`src/rtl/signed_int_to_radix_text_top_defines.svh`:
```
// ----------------------------------------------------------------------------
// signed_int_to_radix_text_top_defines
// assertion macros for the radix text converter rtl, used by sirt_back
// ----------------------------------------------------------------------------
`ifndef SIGNED_INT_TO_RADIX_TEXT_TOP_DEFINES_SVH
`define SIGNED_INT_TO_RADIX_TEXT_TOP_DEFINES_SVH

`ifndef SYNTHESIS
// property that must hold on every enabled clock edge
`define SIRT_ASSERT(label, clk, rst_n, prop, msg) \
  label: assert property (@(posedge clk) disable iff (!rst_n) (prop)) else $error(msg);
// same-cycle implication
`define SIRT_ASSERT_IMPL(label, clk, rst_n, ante, cons, msg) \
  label: assert property (@(posedge clk) disable iff (!rst_n) (ante) |-> (cons)) \
    else $error(msg);
`else
`define SIRT_ASSERT(label, clk, rst_n, prop, msg)
`define SIRT_ASSERT_IMPL(label, clk, rst_n, ante, cons, msg)
`endif

`endif

```
`src/rtl/sirt_pkg.sv`:
```
// ----------------------------------------------------------------------------
// sirt_pkg
// types, constants and the digit character lookup of the radix text converter
// ----------------------------------------------------------------------------
`timescale 1ns / 1ps

package sirt_pkg;

  localparam int ValueW    = 32;
  localparam int DigitW    = 4;
  localparam int CharW     = 8;
  localparam int CfgDataW  = 64;
  localparam int CfgIndexW = 2;
  localparam int MaxDigits = 32;
  localparam int CntW      = $clog2(MaxDigits + 1);
  localparam int SliceW    = 8;
  localparam int StepW     = $clog2(ValueW / SliceW);

  localparam logic [CharW-1:0]    MinusChar      = 8'h2D;
  localparam logic [4:0]          RadixReset     = 5'd10;
  localparam logic [CfgDataW-1:0] CharsLowReset  = 64'h3736_3534_3332_3130;
  localparam logic [CfgDataW-1:0] CharsHighReset = 64'h4645_4443_4241_3938;

  localparam logic [CfgIndexW-1:0] CfgRadix     = 2'd0;
  localparam logic [CfgIndexW-1:0] CfgCharsLow  = 2'd1;
  localparam logic [CfgIndexW-1:0] CfgCharsHigh = 2'd2;

  typedef struct packed {
    logic              neg;
    logic [ValueW-1:0] mag;
  } sirt_job_t;

  typedef enum logic [1:0] {
    BK_IDLE,
    BK_DIV,
    BK_SIGN,
    BK_EMIT
  } sirt_back_state_t;

  function automatic logic [CharW-1:0] digit_char(
    input logic [CfgDataW-1:0] chars_low,
    input logic [CfgDataW-1:0] chars_high,
    input logic [DigitW-1:0]   d
  );
    logic [CfgDataW-1:0] sel;
    sel = d[3] ? chars_high : chars_low;
    return sel[{d[2:0], 3'b000} +: CharW];
  endfunction

endpackage

```
`src/rtl/sirt_in_if.sv`:
```
// ----------------------------------------------------------------------------
// sirt_in_if
// request channel carrying one signed value to convert
// ----------------------------------------------------------------------------
`timescale 1ns / 1ps

interface sirt_in_if import sirt_pkg::*; ();
  logic                     valid;
  logic                     ready;
  logic signed [ValueW-1:0] value;

  modport source (output valid, output value, input ready);
  modport sink (input valid, input value, output ready);
endinterface

```
`src/rtl/sirt_out_if.sv`:
```
// ----------------------------------------------------------------------------
// sirt_out_if
// result channel carrying one text character per transfer
// ----------------------------------------------------------------------------
`timescale 1ns / 1ps

interface sirt_out_if import sirt_pkg::*; ();
  logic             valid;
  logic             ready;
  logic [CharW-1:0] character;
  logic             last_char;

  modport source (output valid, output character, output last_char, input ready);
  modport sink (input valid, input character, input last_char, output ready);
endinterface

```
`src/rtl/sirt_front.sv`:
```
// ----------------------------------------------------------------------------
// sirt_front
// accepts values, splits sign and magnitude, drops values for a bad radix
// ----------------------------------------------------------------------------
`timescale 1ns / 1ps

module sirt_front import sirt_pkg::*; #(
  parameter int MAX_BASE = 16
) (
  sirt_in_if.sink    in_ch,
  input  logic [4:0] radix,
  output logic       push_valid,
  input  logic       push_ready,
  output sirt_job_t  push_job
);

  logic              radix_ok;
  logic [ValueW-1:0] raw;

  assign raw      = $unsigned(in_ch.value);
  assign radix_ok = (radix >= 5'd2) && (radix <= 5'(MAX_BASE));

  assign in_ch.ready   = push_ready;
  assign push_valid    = in_ch.valid && radix_ok;
  assign push_job.neg  = raw[ValueW-1];
  assign push_job.mag  = raw[ValueW-1] ? (ValueW'(0) - raw) : raw;

endmodule

```
`src/rtl/sirt_queue.sv`:
```
// ----------------------------------------------------------------------------
// sirt_queue
// two-entry queue between front and back
// ----------------------------------------------------------------------------
`timescale 1ns / 1ps

module sirt_queue import sirt_pkg::*; (
  input  logic      clk,
  input  logic      rst_n,
  input  logic      push_valid,
  output logic      push_ready,
  input  sirt_job_t push_job,
  output logic      pop_valid,
  input  logic      pop_ready,
  output sirt_job_t pop_job
);

  sirt_job_t  entry_r [2];
  logic       wr_ptr_r, wr_ptr_nxt;
  logic       rd_ptr_r, rd_ptr_nxt;
  logic [1:0] count_r, count_nxt;
  logic       do_push, do_pop;

  assign push_ready = (count_r != 2'd2);
  assign pop_valid  = (count_r != 2'd0);
  assign pop_job    = entry_r[rd_ptr_r];
  assign do_push    = push_valid && push_ready;
  assign do_pop     = pop_valid && pop_ready;

  always_comb begin
    wr_ptr_nxt = do_push ? ~wr_ptr_r : wr_ptr_r;
    rd_ptr_nxt = do_pop ? ~rd_ptr_r : rd_ptr_r;
    count_nxt  = count_r + 2'(do_push) - 2'(do_pop);
  end

  always_ff @(posedge clk) begin
    if (!rst_n) begin
      wr_ptr_r <= 1'b0;
      rd_ptr_r <= 1'b0;
      count_r  <= 2'd0;
    end else begin
      wr_ptr_r <= wr_ptr_nxt;
      rd_ptr_r <= rd_ptr_nxt;
      count_r  <= count_nxt;
    end
  end

  always_ff @(posedge clk) begin
    if (do_push) begin
      entry_r[wr_ptr_r] <= push_job;
    end
  end

endmodule

```
`src/rtl/sirt_back.sv`:
```
// ----------------------------------------------------------------------------
// sirt_back
// divides the magnitude down into digits, then sends sign and digit characters
// ----------------------------------------------------------------------------
`timescale 1ns / 1ps

module sirt_back import sirt_pkg::*; (
  input  logic                clk,
  input  logic                rst_n,
  input  logic [4:0]          radix,
  input  logic [CfgDataW-1:0] chars_low,
  input  logic [CfgDataW-1:0] chars_high,
  input  logic                pop_valid,
  output logic                pop_ready,
  input  sirt_job_t           pop_job,
  sirt_out_if.source          out_ch
);

  `include "signed_int_to_radix_text_top_defines.svh"

  sirt_back_state_t  state_r, state_nxt;
  logic [ValueW-1:0] work_r, work_nxt;
  logic [DigitW-1:0] rem_r, rem_nxt;
  logic [StepW-1:0]  step_r, step_nxt;
  logic [CntW-1:0]   nd_r, nd_nxt;
  logic              neg_r, neg_nxt;
  logic [DigitW-1:0] digit_r [MaxDigits];
  logic              out_valid_r, out_valid_nxt;
  logic [CharW-1:0]  out_char_r, out_char_nxt;
  logic              out_last_r, out_last_nxt;

  logic              slot_free;
  logic              push_digit;
  logic [ValueW-1:0] work_div;
  logic [DigitW-1:0] rem_div;
  logic [$clog2(MaxDigits)-1:0] rd_idx;

  assign out_ch.valid     = out_valid_r;
  assign out_ch.character = out_char_r;
  assign out_ch.last_char = out_last_r;

  assign slot_free = !out_valid_r || out_ch.ready;
  assign rd_idx    = $clog2(MaxDigits)'(nd_r - CntW'(1));

  // one slice of the long division by the radix
  always_comb begin
    logic [4:0]        r;
    logic [ValueW-1:0] w;
    r = {1'b0, rem_r};
    w = work_r;
    for (int i = 0; i < SliceW; i++) begin
      r = {r[3:0], w[ValueW-1]};
      w = {w[ValueW-2:0], 1'b0};
      if (r >= radix) begin
        r    = r - radix;
        w[0] = 1'b1;
      end
    end
    rem_div  = r[DigitW-1:0];
    work_div = w;
  end

  always_comb begin
    state_nxt     = state_r;
    work_nxt      = work_r;
    rem_nxt       = rem_r;
    step_nxt      = step_r;
    nd_nxt        = nd_r;
    neg_nxt       = neg_r;
    out_valid_nxt = out_ch.ready ? 1'b0 : out_valid_r;
    out_char_nxt  = out_char_r;
    out_last_nxt  = out_last_r;
    pop_ready     = 1'b0;
    push_digit    = 1'b0;

    case (state_r)
      BK_IDLE: begin
        pop_ready = 1'b1;
        if (pop_valid) begin
          work_nxt  = pop_job.mag;
          neg_nxt   = pop_job.neg;
          rem_nxt   = '0;
          step_nxt  = '0;
          nd_nxt    = '0;
          state_nxt = BK_DIV;
        end
      end
      BK_DIV: begin
        work_nxt = work_div;
        rem_nxt  = rem_div;
        step_nxt = step_r + StepW'(1);
        if (step_r == '1) begin
          push_digit = 1'b1;
          nd_nxt     = nd_r + CntW'(1);
          rem_nxt    = '0;
          if (work_div == '0 || nd_r == CntW'(MaxDigits - 1)) begin
            state_nxt = neg_r ? BK_SIGN : BK_EMIT;
          end
        end
      end
      BK_SIGN: begin
        if (slot_free) begin
          out_valid_nxt = 1'b1;
          out_char_nxt  = MinusChar;
          out_last_nxt  = 1'b0;
          state_nxt     = BK_EMIT;
        end
      end
      BK_EMIT: begin
        if (slot_free) begin
          out_valid_nxt = 1'b1;
          out_char_nxt  = digit_char(chars_low, chars_high, digit_r[rd_idx]);
          out_last_nxt  = (nd_r == CntW'(1));
          nd_nxt        = nd_r - CntW'(1);
          if (nd_r == CntW'(1)) begin
            state_nxt = BK_IDLE;
          end
        end
      end
      default: begin
        state_nxt = BK_IDLE;
      end
    endcase
  end

  always_ff @(posedge clk) begin
    if (!rst_n) begin
      state_r     <= BK_IDLE;
      nd_r        <= '0;
      out_valid_r <= 1'b0;
    end else begin
      state_r     <= state_nxt;
      nd_r        <= nd_nxt;
      out_valid_r <= out_valid_nxt;
    end
  end

  always_ff @(posedge clk) begin
    work_r     <= work_nxt;
    rem_r      <= rem_nxt;
    step_r     <= step_nxt;
    neg_r      <= neg_nxt;
    out_char_r <= out_char_nxt;
    out_last_r <= out_last_nxt;
    if (push_digit) begin
      digit_r[nd_r[$clog2(MaxDigits)-1:0]] <= rem_div;
    end
  end

  `SIRT_ASSERT(a_nd_bound, clk, rst_n, nd_r <= CntW'(MaxDigits), "digit count overflow")
  `SIRT_ASSERT_IMPL(a_emit_nonempty, clk, rst_n, state_r == BK_EMIT, nd_r != '0, "emit with no digits")
  `SIRT_ASSERT_IMPL(a_idle_drained, clk, rst_n, state_r == BK_IDLE, nd_r == '0, "digits left at idle")
  `SIRT_ASSERT_IMPL(a_digit_range, clk, rst_n, push_digit, 5'(rem_div) < radix, "digit too big")

endmodule

```
`src/rtl/signed_int_to_radix_text_top.sv`:
```
// ----------------------------------------------------------------------------
// signed_int_to_radix_text_top
// Converts each signed 32-bit request into its text in the configured base
// (2 to MAX_BASE), one character per result, most significant digit first,
// with a leading minus for negative values and last_char on the final
// character. A value is dropped without output while radix is out of range.
// The back end divides the magnitude by the radix eight bits per cycle,
// digit by digit, then sends the characters, holding each one while the
// result side is not ready. A two-entry queue lets new requests be taken
// while the back end is busy. Configuration registers: 0 radix, 1 and 2 the
// digit characters for values 0-7 and 8-15, lowest byte first.
// ----------------------------------------------------------------------------
`timescale 1ns / 1ps

module signed_int_to_radix_text_top import sirt_pkg::*; #(
  parameter int MAX_BASE = 16
) (
  input  logic                 clk,
  input  logic                 rst_n,
  sirt_in_if.sink              in_ch,
  sirt_out_if.source           out_ch,
  input  logic                 cfg_wr_en,
  input  logic [CfgIndexW-1:0] cfg_index,
  input  logic [CfgDataW-1:0]  cfg_data
);

  logic [4:0]          radix_r, radix_nxt;
  logic [CfgDataW-1:0] chars_low_r, chars_low_nxt;
  logic [CfgDataW-1:0] chars_high_r, chars_high_nxt;

  logic      push_valid, push_ready;
  sirt_job_t push_job;
  logic      pop_valid, pop_ready;
  sirt_job_t pop_job;

  always_comb begin
    radix_nxt      = radix_r;
    chars_low_nxt  = chars_low_r;
    chars_high_nxt = chars_high_r;
    if (cfg_wr_en) begin
      case (cfg_index)
        CfgRadix:     radix_nxt      = cfg_data[4:0];
        CfgCharsLow:  chars_low_nxt  = cfg_data;
        CfgCharsHigh: chars_high_nxt = cfg_data;
        default: begin
        end
      endcase
    end
  end

  always_ff @(posedge clk) begin
    if (!rst_n) begin
      radix_r      <= RadixReset;
      chars_low_r  <= CharsLowReset;
      chars_high_r <= CharsHighReset;
    end else begin
      radix_r      <= radix_nxt;
      chars_low_r  <= chars_low_nxt;
      chars_high_r <= chars_high_nxt;
    end
  end

  sirt_front #(
    .MAX_BASE (MAX_BASE)
  ) u_front (
    .in_ch      (in_ch),
    .radix      (radix_r),
    .push_valid (push_valid),
    .push_ready (push_ready),
    .push_job   (push_job)
  );

  sirt_queue u_queue (
    .clk        (clk),
    .rst_n      (rst_n),
    .push_valid (push_valid),
    .push_ready (push_ready),
    .push_job   (push_job),
    .pop_valid  (pop_valid),
    .pop_ready  (pop_ready),
    .pop_job    (pop_job)
  );

  sirt_back u_back (
    .clk        (clk),
    .rst_n      (rst_n),
    .radix      (radix_r),
    .chars_low  (chars_low_r),
    .chars_high (chars_high_r),
    .pop_valid  (pop_valid),
    .pop_ready  (pop_ready),
    .pop_job    (pop_job),
    .out_ch     (out_ch)
  );

endmodule

```
`src/flat_wrapper.sv`:
```
// flat-port wrapper written by rule: the top's interface ports become plain ports
module signed_int_to_radix_text_top_flat import sirt_pkg::*;
#(
  parameter int MAX_BASE = 16
)
  (clk, rst_n, cfg_wr_en, cfg_index, cfg_data, in_ch_valid, in_ch_value, in_ch_ready, out_ch_valid, out_ch_character, out_ch_last_char, out_ch_ready);
  sirt_in_if in_ch_i ();
  sirt_out_if out_ch_i ();
  input  logic clk;
  input  logic rst_n;
  input  logic cfg_wr_en;
  input  logic [CfgIndexW-1:0] cfg_index;
  input  logic [CfgDataW-1:0] cfg_data;
  input wire logic [$bits(in_ch_i.valid)-1:0] in_ch_valid;
  input wire logic [$bits(in_ch_i.value)-1:0] in_ch_value;
  output wire logic [$bits(in_ch_i.ready)-1:0] in_ch_ready;
  output wire logic [$bits(out_ch_i.valid)-1:0] out_ch_valid;
  output wire logic [$bits(out_ch_i.character)-1:0] out_ch_character;
  output wire logic [$bits(out_ch_i.last_char)-1:0] out_ch_last_char;
  input wire logic [$bits(out_ch_i.ready)-1:0] out_ch_ready;
  assign in_ch_i.valid = in_ch_valid;
  assign in_ch_i.value = in_ch_value;
  assign in_ch_ready = in_ch_i.ready;
  assign out_ch_valid = out_ch_i.valid;
  assign out_ch_character = out_ch_i.character;
  assign out_ch_last_char = out_ch_i.last_char;
  assign out_ch_i.ready = out_ch_ready;
  signed_int_to_radix_text_top #(.MAX_BASE(MAX_BASE)) u_core (.clk(clk), .rst_n(rst_n), .in_ch(in_ch_i), .out_ch(out_ch_i), .cfg_wr_en(cfg_wr_en), .cfg_index(cfg_index), .cfg_data(cfg_data));
endmodule
```
`config.mk`:
```
export PLATFORM = sky130hd
export DESIGN_NAME = signed_int_to_radix_text_top_flat
export DESIGN_NICKNAME = d
export VERILOG_FILES = /design/src/rtl/sirt_pkg.sv /design/src/rtl/sirt_in_if.sv /design/src/rtl/sirt_out_if.sv /design/src/rtl/sirt_front.sv /design/src/rtl/sirt_queue.sv /design/src/rtl/sirt_back.sv /design/src/rtl/signed_int_to_radix_text_top.sv /design/src/flat_wrapper.sv
export VERILOG_INCLUDE_DIRS = /design/src /design/src/rtl
export SDC_FILE = /design/constraint.sdc
export NUM_CORES = 1
export LEC_CHECK = 0
export BUFFER_PORTS_ARGS = -buffer_cell sky130_fd_sc_hd__buf_2
export CAP_MARGIN = 10
export CORE_ASPECT_RATIO = 0.6
export CORE_MARGIN = 1.5
export CORE_UTILIZATION = 60
export DETAILED_ROUTE_END_ITERATION = 12
export PLACE_DENSITY = 0.81
export SETUP_SLACK_MARGIN = 0.5
export SLEW_MARGIN = 20
export SYNTH_ARGS = -nofsm -noshare
export SYNTH_HDL_FRONTEND = slang
export SYNTH_SLANG_ARGS = --single-unit
```
`constraint.sdc`:
```
create_clock -name clk -period 24 [get_ports clk]
set_clock_uncertainty 0.2 [all_clocks]
set_input_delay 0 -clock clk [delete_from_list [all_inputs] [get_ports clk]]
set_output_delay 0 -clock clk [all_outputs]
set_load 0.005 [all_outputs]
```
# Word level (Yosys, flattened, before mapping)
# Memories as Yosys holds them, arrays and structs flattened. A register that Yosys moved wholly into a read port is not among the register bits.
# Index checks and enable logic that the tools add are counted.
# totals
register_bits,194
mem_bits_rw,194
out_inout_bits,11
elab_cells,137
n_memories,2
# op_classes
addsub,14
n_lt_le_gt_ge,10
n_eq_ne,15
n_shift,1
muxes,55
n_bitwise,2
n_reduce_logical,23
# memory_table
name,words,width,rd,rd_clocked_by_memory_dff,wr,line_no,rtl
u_core.u_back.digit_r,32,4,1,0,1,sirt_back.sv:27,logic [DigitW-1:0] digit_r [MaxDigits];
u_core.u_queue.entry_r,2,33,1,1,1,sirt_queue.sv:18,sirt_job_t entry_r [2];
# op_table
operator,count
32-bit 2-to-1 mux,2
64-bit 2-to-1 mux,1
32-bit one-hot mux with 2 select lines,1
64-bit by 7-bit variable part select with 8-bit output,1
5-bit >= comparator,8
4-bit 2-to-1 mux,10
32-bit logical NOT,1
"1-bit by 32-bit subtractor with 32-bit output, first input constant",1
4-bit subtractor,8
1-bit 2-to-1 mux,23
6-bit 2-to-1 mux,3
6-bit one-hot mux with 3 select lines,1
8-bit 2-to-1 mux,2
8-bit one-hot mux with 2 select lines,1
2-bit 2-to-1 mux,7
"2-bit inequality test, second input constant",6
2-bit AND reduction,5
"2-bit equality test, second input constant",4
2-bit one-hot mux with 4 select lines,1
4-bit one-hot mux with 2 select lines,1
"6-bit by 1-bit adder with 6-bit output, second input constant",1
"6-bit by 1-bit equality test with 1-bit output, second input constant",1
"6-bit by 5-bit equality test with 1-bit output, second input constant",1
6-bit AND reduction,1
other kinds (20),29

# Logic depth before layout (Yosys ltp)
# Gate-level depths: netlist of run 1.
# depth
depth_word,21
depth_mapped,65
depth_no_buf,61

# Cells and area by module
# From an unflattened synthesis of run 1, not the netlist that was laid out.
# unflattened
hier_cells,1567
hier_area_um2,19381.1
# modules_own_cells
mod,n_inst,cells_per_inst,area_each_um2,seq_area_each_um2
sirt_back,1,783,10511.3,5465.2
signed_int_to_radix_text_top,1,548,5346.4,2662.6
sirt_queue,1,127,2772.7,2082.0
sirt_front,1,109,750.7,0.0

# Worst setup path after synthesis of run 1
# No wires, ideal clock.
# synth_path
path_kind,flip-flop to flip-flop
from,register u_core.radix_r[1]
to,"memory u_core.u_back.digit_r[0][0], data pin"
arrival_time_ns,12.944
required_time_ns,23.423
slack_ns,10.480
stages_incl_launch_ff,62
cell_sequence,dfxtp_1 > inv_1 > ha_1 > a21o_1 > a21o_1 > a21o_1 > a21oi_1 > mux2_2 > inv_1 > ha_1 > a21o_1 > a21o_1 > a21o_1 > a21o_1 > clkbuf_1 > mux2_2 > inv_1 > ha_1 > [26 not listed] > clkbuf_1 > a21oi_1 > inv_1 > ha_1 > nor2b_1 > o21ai_0 > nand2b_1 > o21a_1 > o21ai_0 > nor2b_1 > mux2i_1 > ha_1 > a21o_1 > a21o_1 > a21o_1 > a21o_1 > clkbuf_1 > a21oi_1
# synth_via
elab_chain_cells,16
word_cells_on_any_way,23
cone_classes,add/sub (7); order compare (8); mux (8)
# synth_rtl
item,line_no,rtl
start: declaration,signed_int_to_radix_text_top.sv:27,"logic [4:0] radix_r, radix_nxt;"
start signal: assignment,signed_int_to_radix_text_top.sv:53,radix_r <= RadixReset;
start signal: assignment,signed_int_to_radix_text_top.sv:57,radix_r <= radix_nxt;
4-bit subtractor or 5-bit >= comparator (tied branches),"sirt_back.sv:55, sirt_back.sv:54",
4-bit 2-to-1 mux,sirt_back.sv:54,if (r >= radix) begin
4-bit subtractor or 5-bit >= comparator (tied branches),"sirt_back.sv:55, sirt_back.sv:54",
4-bit 2-to-1 mux,sirt_back.sv:54,
4-bit subtractor or 5-bit >= comparator (tied branches),"sirt_back.sv:55, sirt_back.sv:54",
4-bit 2-to-1 mux,sirt_back.sv:54,
5-bit >= comparator or 4-bit subtractor (tied branches),"sirt_back.sv:54, sirt_back.sv:55",
4-bit 2-to-1 mux,sirt_back.sv:54,
4-bit subtractor or 5-bit >= comparator (tied branches),"sirt_back.sv:55, sirt_back.sv:54",
4-bit 2-to-1 mux,sirt_back.sv:54,
4-bit subtractor or 5-bit >= comparator (tied branches),"sirt_back.sv:55, sirt_back.sv:54",
4-bit 2-to-1 mux,sirt_back.sv:54,
4-bit subtractor or 5-bit >= comparator (tied branches),"sirt_back.sv:55, sirt_back.sv:54",
4-bit 2-to-1 mux,sirt_back.sv:54,
5-bit >= comparator (*),sirt_back.sv:54,
4-bit 2-to-1 mux (*),sirt_back.sv:54,
net u_core.u_back.rem_div[0],sirt_back.sv:35,logic [DigitW-1:0] rem_div;
end: declaration,sirt_back.sv:27,
# Mark *: on every way through the listed nets, which the timed path passes. The rest lies on a longest branch.

# Final worst setup path of run 1
# layout_path
from,register u_core.radix_r[1]
to,register u_core.u_back.state_r[0]
# layout_via
elab_chain_cells,20
word_cells_on_any_way,34
cone_classes,add/sub (7); order compare (8); eq/ne (1); mux (15); reduce/logical (3)
# layout_rtl
item,line_no,rtl
4-bit subtractor or 5-bit >= comparator (tied branches),"sirt_back.sv:55, sirt_back.sv:54",
4-bit 2-to-1 mux,sirt_back.sv:54,
4-bit subtractor or 5-bit >= comparator (tied branches),"sirt_back.sv:55, sirt_back.sv:54",
4-bit 2-to-1 mux,sirt_back.sv:54,
4-bit subtractor or 5-bit >= comparator (tied branches),"sirt_back.sv:55, sirt_back.sv:54",
4-bit 2-to-1 mux,sirt_back.sv:54,
5-bit >= comparator or 4-bit subtractor (tied branches),"sirt_back.sv:54, sirt_back.sv:55",
4-bit 2-to-1 mux,sirt_back.sv:54,
[4 not listed],-,
4-bit subtractor or 5-bit >= comparator (tied branches),"sirt_back.sv:55, sirt_back.sv:54",
4-bit 2-to-1 mux,sirt_back.sv:54,
5-bit >= comparator,sirt_back.sv:54,
1-bit 2-to-1 mux,sirt_back.sv:54,
32-bit logical NOT (*),sirt_back.sv:96,if (work_div == '0 || nd_r == CntW'(MaxDigits - 1)) begin
1-bit logical OR (*),sirt_back.sv:96,
2-bit inequality test (no source line) (*),-,
6-bit AND reduction (no source line) (*),-,
end signal: assignment,sirt_back.sv:132,state_r <= state_nxt;
end: declaration,sirt_back.sv:21,"sirt_back_state_t state_r, state_nxt;"
# Every way passes the cells marked *; elsewhere a longest branch is shown, timed or not.
# A chain may end at the register's enable or synchronous reset.

==> metrics, run 1 <==
Critical Path End u_core.u_back.state_r[0]; root buffer cell clkbuf_16; Starting DRT DRC Count 1,773; Worst EP arrival approximately 15 ns; Total Nets Final roughly 2.0k; Max Transition Viols Final 0; Min-Delay Path Class input port to flip-flop; Core ar. ~0.03 sq mm; largest net degree at the start of global routing 78; area share of and/or/nand/nor cells after synthesis between 10% and 20%; CTS max path bufs 3; layout cells sized above 1 about an eighth; # IOs between 100 and 150; ys async rst share 0%; sum of negative setup slack 0 ns; complex-gate fraction of the synthesized area ~8.7%; Residual DRC 0; first-pass GRT wire length roughly 73,000 um; main combinational cell family by area after synthesis simple AND/OR/NAND/NOR gates; Min Clock Period, post-route 14.81 ns; fmax about 68 MHz; hpwl dp roughly 28,000 um; CTS tree built; Post-Synth XOR/XNOR Area 2.54%; Post-Synthesis Cells approximately 1.6k; Ys Warns 0; Max-slew headroom between 20 and 30%; die height approximately 140 um; Main synth FF type edfxtp_1; gr ovfl total 0; Final Cycle Share ~62%; Critical Path Most Common Cell a21o_1; vias in the first global route between 10k and 15k; RSZ-0062 raised after global routing no; number of synthesized register bits 389; Mapped Area between 0.015 and 0.02 sq mm; critical path endpoint category flip-flop; Worst Hold Launch cfg_data[46]; Reg-to-Reg End u_core.u_back.state_r[0]; Worst-path clk slew around 0.070 ns; Initial Utilization roughly three fifths; Layout area overhead 17.3%; Clk Latency, worst-skew pair ~0.52 ns; DRT Wirelength roughly 47,000 um; final hold viol count 0; crit-path max FO 11; Post-CTS Setup Bufs 0; H-tree levels 2; Adder-Cell Fraction of Synth Area approximately 4.5%; slowest stage delay, CP 0.70 ns; hold_buf cts 120; Cell variety after synth between 60 and 70; slowest CP cell dfxtp_1; Worst setup SP type flip-flop; die area roughly 0.031 sq mm; EDFF count, synth 242; Tot GR Track Use roughly 30%; worst reg2reg path depth 58; port bufs ~110; initial antenna violation count 0; worst path required time 24.27 ns; vias 13.6k; sequential area share after synthesis 56.0%; reg2reg start u_core.radix_r[1]; WHS Path Cells 4; Die W about 230 um; CP Class flip-flop to flip-flop; Finish-stage setup viols 0; DR pass1 iterations 6; Worst setup startpoint u_core.radix_r[1]; max_cap viols 0; Post-CTS Resized 0; row cnt 49; R2R Setup Slk ~9.2 ns; syn nets 1,764; clock sinks roughly 390; Avg Vias per Cell 6.08; Final ANT Viol Nets 0; Slew @ Worst Pin roughly 1.1 ns; total CTS buffers 36; mux share of post-synthesis cell area 12.0%; status finished clean; WL/cell approximately 21 um; gp weighted congestion approximately 0.88; Mean Syn Cell Area about 11 sq um
## cells in the mapped netlist (16+ instances only)
cell type  instances  area share (%)
clkbuf_1          61             1.3
xnor2_1           41             2.0
nand2b_1          17            0.58
dfxtp_1          147              16
a21oi_1          109             3.0
mux4_2            19             2.3
mux2i_1          103             5.7
nand2_1          335             6.9
o21ai_0           52             1.4
mux2_2            16            0.99
a21o_1            27             1.1
edfxtp_1         242              40
a22oi_1           19            0.78
inv_1             41            0.84
nand3_1           67             1.8
mux4_1            21             3.0
ha_1              53             3.6
nor2_1            72             1.5
## metal layers
metal | vias up | track usage, % | wire, um
met2 | 787 | 44.0 | 20800
li1 | 6179 | - | -
met5 | - | 0 | 0
met4 | 0 | 7.11 | 920
met1 | 6529 | 43.8 | 20100
met3 | 90 | 7.47 | 5190
## cell type report
class	instances	area [sq um]
timing repair buffer	250	1890
clock buffer	46	990
fill	1975	8530
multi-input combinational	1081	7480
inverter	41	154
clock inverter	18	153
antenna	1	2.50
sequential	389	10200
tap	408	510
## kinds of logic (layout without fill, tap and decap cells)
kind of cell | after synthesis | count (layout)
AO/OA/AOI/OAI | 259 | 259
flip-flops | 389 | 389
buffers and inverters | 130 | 355
multiplexers | 159 | 159
adder cells (fa/ha/maj) | 61 | 61
XOR/XNOR | 50 | 50
other | 0 | 1
AND/OR/NAND/NOR | 552 | 552
## cells in the final DEF (no fill, tap or decap), types with 7 or more instances in the layout
master and n:
dlygate4sd3_1 120, nor2_1 70, nor2b_1 11, xor2_1 7
a22oi_1 19, edfxtp_1 242, a222oi_1 8, inv_1 40
dfxtp_1 145, nand2b_1 17, mux4_2 19, o21ai_0 52
nand3b_1 9, nand3_1 67, mux4_1 21, nor3_1 8
a21oi_1 107, buf_2 113, a21o_1 27, nand2_1 335
buf_4 17, o31ai_1 9, xnor2_1 41, ha_1 52
mux2i_1 102, fa_1 8, clkbuf_16 37, nor4_1 10
mux2_2 16
## how the worst min path moves through the flow
stage                                   endpoint  slack (ns)
floorplan           u_core.u_queue.entry_r[0][0]       -0.10
finish                   u_core.chars_high_r[46]        0.04
CTS                       u_core.chars_low_r[12]        0.03
global route             u_core.chars_high_r[30]        0.05
detailed placement        u_core.chars_low_r[42]        0.03
global placement         u_core.chars_high_r[42]        0.02
## through the flow
stage | utilization, % | setup WS, ns | cell area (sq um) | std cells | hold WS, ns
6_report | 71.5 | 9.19 | 21400 | 2234 | 0.0442
5_1_grt | 71.5 | 7.97 | 21400 | 2233 | 0.0502
4_1_cts | 71.5 | 9.33 | 21400 | 2233 | 0.0292
3_5_place_dp | 63.7 | 9.36 | 19000 | 2049 | 0.0312
3_3_place_gp | 63.6 | 9.68 | 19000 | 2049 | 0.0243
2_1_floorplan | - | 10.48 | 18200 | 1600 | -0.101
## registers in the layout, summed over array words and instances (netlist names), named ones only
register / flops
u_core.u_queue.count_r: 2
u_core.u_back.out_ch.last_char: 1
u_core.u_back.step_r: 2
u_core.chars_low_r: 64
u_core.u_queue.entry_r: 66
u_core.u_queue.wr_ptr_r: 1
u_core.u_back.out_ch.character: 8
u_core.u_back.out_ch.valid: 1
u_core.u_back.nd_r: 6
u_core.u_back.digit_r: 128
u_core.u_back.work_r: 32
u_core.u_queue.rd_ptr_r: 1
u_core.chars_high_r: 64
u_core.u_back.neg_r: 1
u_core.u_back.state_r: 2
u_core.radix_r: 5
u_core.u_back.rem_r: 4
## worst max-delay path, delay by kind of cell (launching register included)
| kind | cells | cell delay (ns) |
|---|---|---|
| AOI/OAI and AO/OA | 34 | 7.46 |
| buffers and inverters | 5 | 0.77 |
| and+or+nand+nor | 6 | 1.48 |
| adders and majority gates | 8 | 2.35 |
| muxes | 5 | 1.78 |
| DFF | 1 | 0.70 |
Power of run 1 is left out: the tool's default activity adds up to more than one toggle a clock period on the data nets, which glitch-free logic cannot reach.
==> inputs of run 2 (changes only) <==
--- a/config.mk
+++ b/config.mk
@@ -10,9 +10,9 @@
 export CAP_MARGIN = 10
 export CORE_ASPECT_RATIO = 0.6
 export CORE_MARGIN = 1.5
-export CORE_UTILIZATION = 60
+export CORE_UTILIZATION = 55
 export DETAILED_ROUTE_END_ITERATION = 12
-export PLACE_DENSITY = 0.81
+export PLACE_DENSITY = 0.78
 export SETUP_SLACK_MARGIN = 0.5
 export SLEW_MARGIN = 20
 export SYNTH_ARGS = -nofsm -noshare
==> constraint.sdc (replaced) <==
create_clock -name clk -period 12 [get_ports clk]
set_clock_uncertainty 0.2 [all_clocks]
set_input_delay 0 -clock clk [delete_from_list [all_inputs] [get_ports clk]]
set_output_delay 0 -clock clk [all_outputs]
set_load 0.005 [all_outputs]
==> metrics, run 2 (synthesis results as in run 1) <==
Tot GR Track Use 28.7%; critical path endpoint category flip-flop; WL/cell 22.3 um; Core ar. about 0.033 sq mm; Critical Path Most Common Cell a21o_1; first-pass GRT wire length around 76,000 um; Layout area overhead 23.0%; Finish-stage setup viols 0; fmax about 85 MHz; Total Nets Final between 2k and 2.5k; # IOs between 100 and 150; RSZ-0062 raised after global routing yes; clock sinks between 300 and 400; vias in the first global route ~13k; Avg Vias per Cell 6.16; Worst EP arrival about 12 ns; cell area after layout ~0.022 sq mm; die area approximately 0.034 sq mm; Slew @ Worst Pin roughly 1.1 ns; Worst-path clk slew around 0.07 ns; dpl cell area between 0.015 and 0.02 sq mm; sum of negative setup slack 0 ns; gr ovfl total 0; Clk Latency, worst-skew pair around 0.54 ns; final hold viol count 0; Final Cycle Share a little over nine tenths; H-tree levels 2; Residual DRC 0; hpwl dp 29,000 um; multi-input logic area roughly 0.0080 sq mm; total CTS buffers 38; CP bufs+invs 8; CP Class flip-flop to flip-flop; initial antenna violation count 1; commonest non-fill, non-tap cell in the layout nand2_1; slowest stage delay, CP slightly below 0.4 ns; worst hold slack approximately 0.028 ns; row cnt 51; slowest CP cell edfxtp_1; CTS tree built; most frequent cells in the layout nand2_1 (335), edfxtp_1 (242), dfxtp_1 (144); Min-Delay Path Class input port to flip-flop; layout cells sized above 1 between 15 and 20%; Die W approximately 240 um; max reg flops ~130; FF+latch area between 0.01 and 0.015 sq mm; Worst setup SP type flip-flop; max_cap viols 0; largest net degree at the start of global routing 76; DRT Wirelength between 50,000 and 60,000 um; gp weighted congestion 0.865; worst path required time around 12 ns; port bufs between 100 and 150; status finished clean; crit-path max FO 16; die height between 100 and 150 um; Max Transition Viols Final 0; Starting DRT DRC Count 1,931; root buffer cell clkbuf_16; Initial Utilization between 50% and 60%; DR pass1 iterations 6; CTS max path bufs 3; vias 14.2k; Max-slew headroom between 20 and 30%; CP top delay family compound AO/OA/AOI/OAI gates; Min Clock Period, post-route 11.79 ns; Final ANT Viol Nets 0; fillers ~2.1k
==> run 2: cell count changes in the layout (fill, tap and decap cells not counted), moves of 7 or more <==
| cell | before | now |
|---|---|---|
| o21ai_0 | 52 | 45 |
| buf_4 | 17 | 59 |
| mux2_4 | 0 | 11 |
| ha_1 | 52 | 39 |
| o21ai_2 | 2 | 9 |
| mux2i_1 | 102 | 95 |
| ha_4 | 0 | 13 |
==> run 2: per-stage QoR <==
stage                     std cells  util (%)  setup WS [ns]
after floorplan                1600         -          0.307
after global placement         2071      59.1         0.0486
after detailed placement       2071      59.1         -0.403
after CTS                      2284      67.6          0.507
after global routing           2304      68.9         -0.102
final                          2305      68.9          0.210
==> run 2: layout make-up <==
| class | instances | area share [%] |
|---|---|---|
| multi-input combinational | 1088 | 35.7 |
| timing repair buffer | 297 | 10.4 |
| sequential | 389 | 45.5 |
| antenna | 1 | 0.0112 |
| clock buffer | 50 | 4.54 |
| tap | 424 | 2.37 |
| clock inverter | 15 | 0.697 |
| inverter | 41 | 0.703 |
==> run 2: repair_timing <==
action                                  CTS  global route
cloned                                    5             3
endpoints found under the hold margin   204             0
hold buffers                            117             0
resized for setup                        27            35
endpoints found under the setup margin  135           135
setup buffers                            26            17
pin swaps                                17            27
==> run 2: path summary, 6_finish.rpt <==
path | from | to | slack [ns] | depth (start not counted)
worst min-delay path | cfg_data[22] | u_core.chars_high_r[22] | 0.03 | 4
worst max register to register | u_core.u_back.work_r[31] | u_core.u_back.digit_r[29][3] | 0.21 | 61
worst max-delay path | u_core.u_back.work_r[31] | u_core.u_back.digit_r[29][3] | 0.21 | 61
worst min register to register | u_core.chars_high_r[19] | u_core.chars_high_r[19] | 0.26 | 2
==> run 2: per-layer routing <==
metal / share of wire, % / GRT usage, %
met5: 0.017 / 0
met4: 2.6 / 7.73
met1: 42 / 41.7
met3: 10 / 6.03
met2: 45 / 44.0
==> run 2: worst reg2reg max path, delay by kind of cell (launching register included) <==
kind / cells / cell delay [ns]
AO/OA/AOI/OAI: 31 / 5.34
adder cells (fa/ha/maj): 8 / 1.79
multiplexers: 6 / 1.75
AND/OR/NAND/NOR: 8 / 1.17
buffers and inverters: 8 / 0.85
flip-flops: 1 / 0.39
Power of run 2 is left out for the same reason.
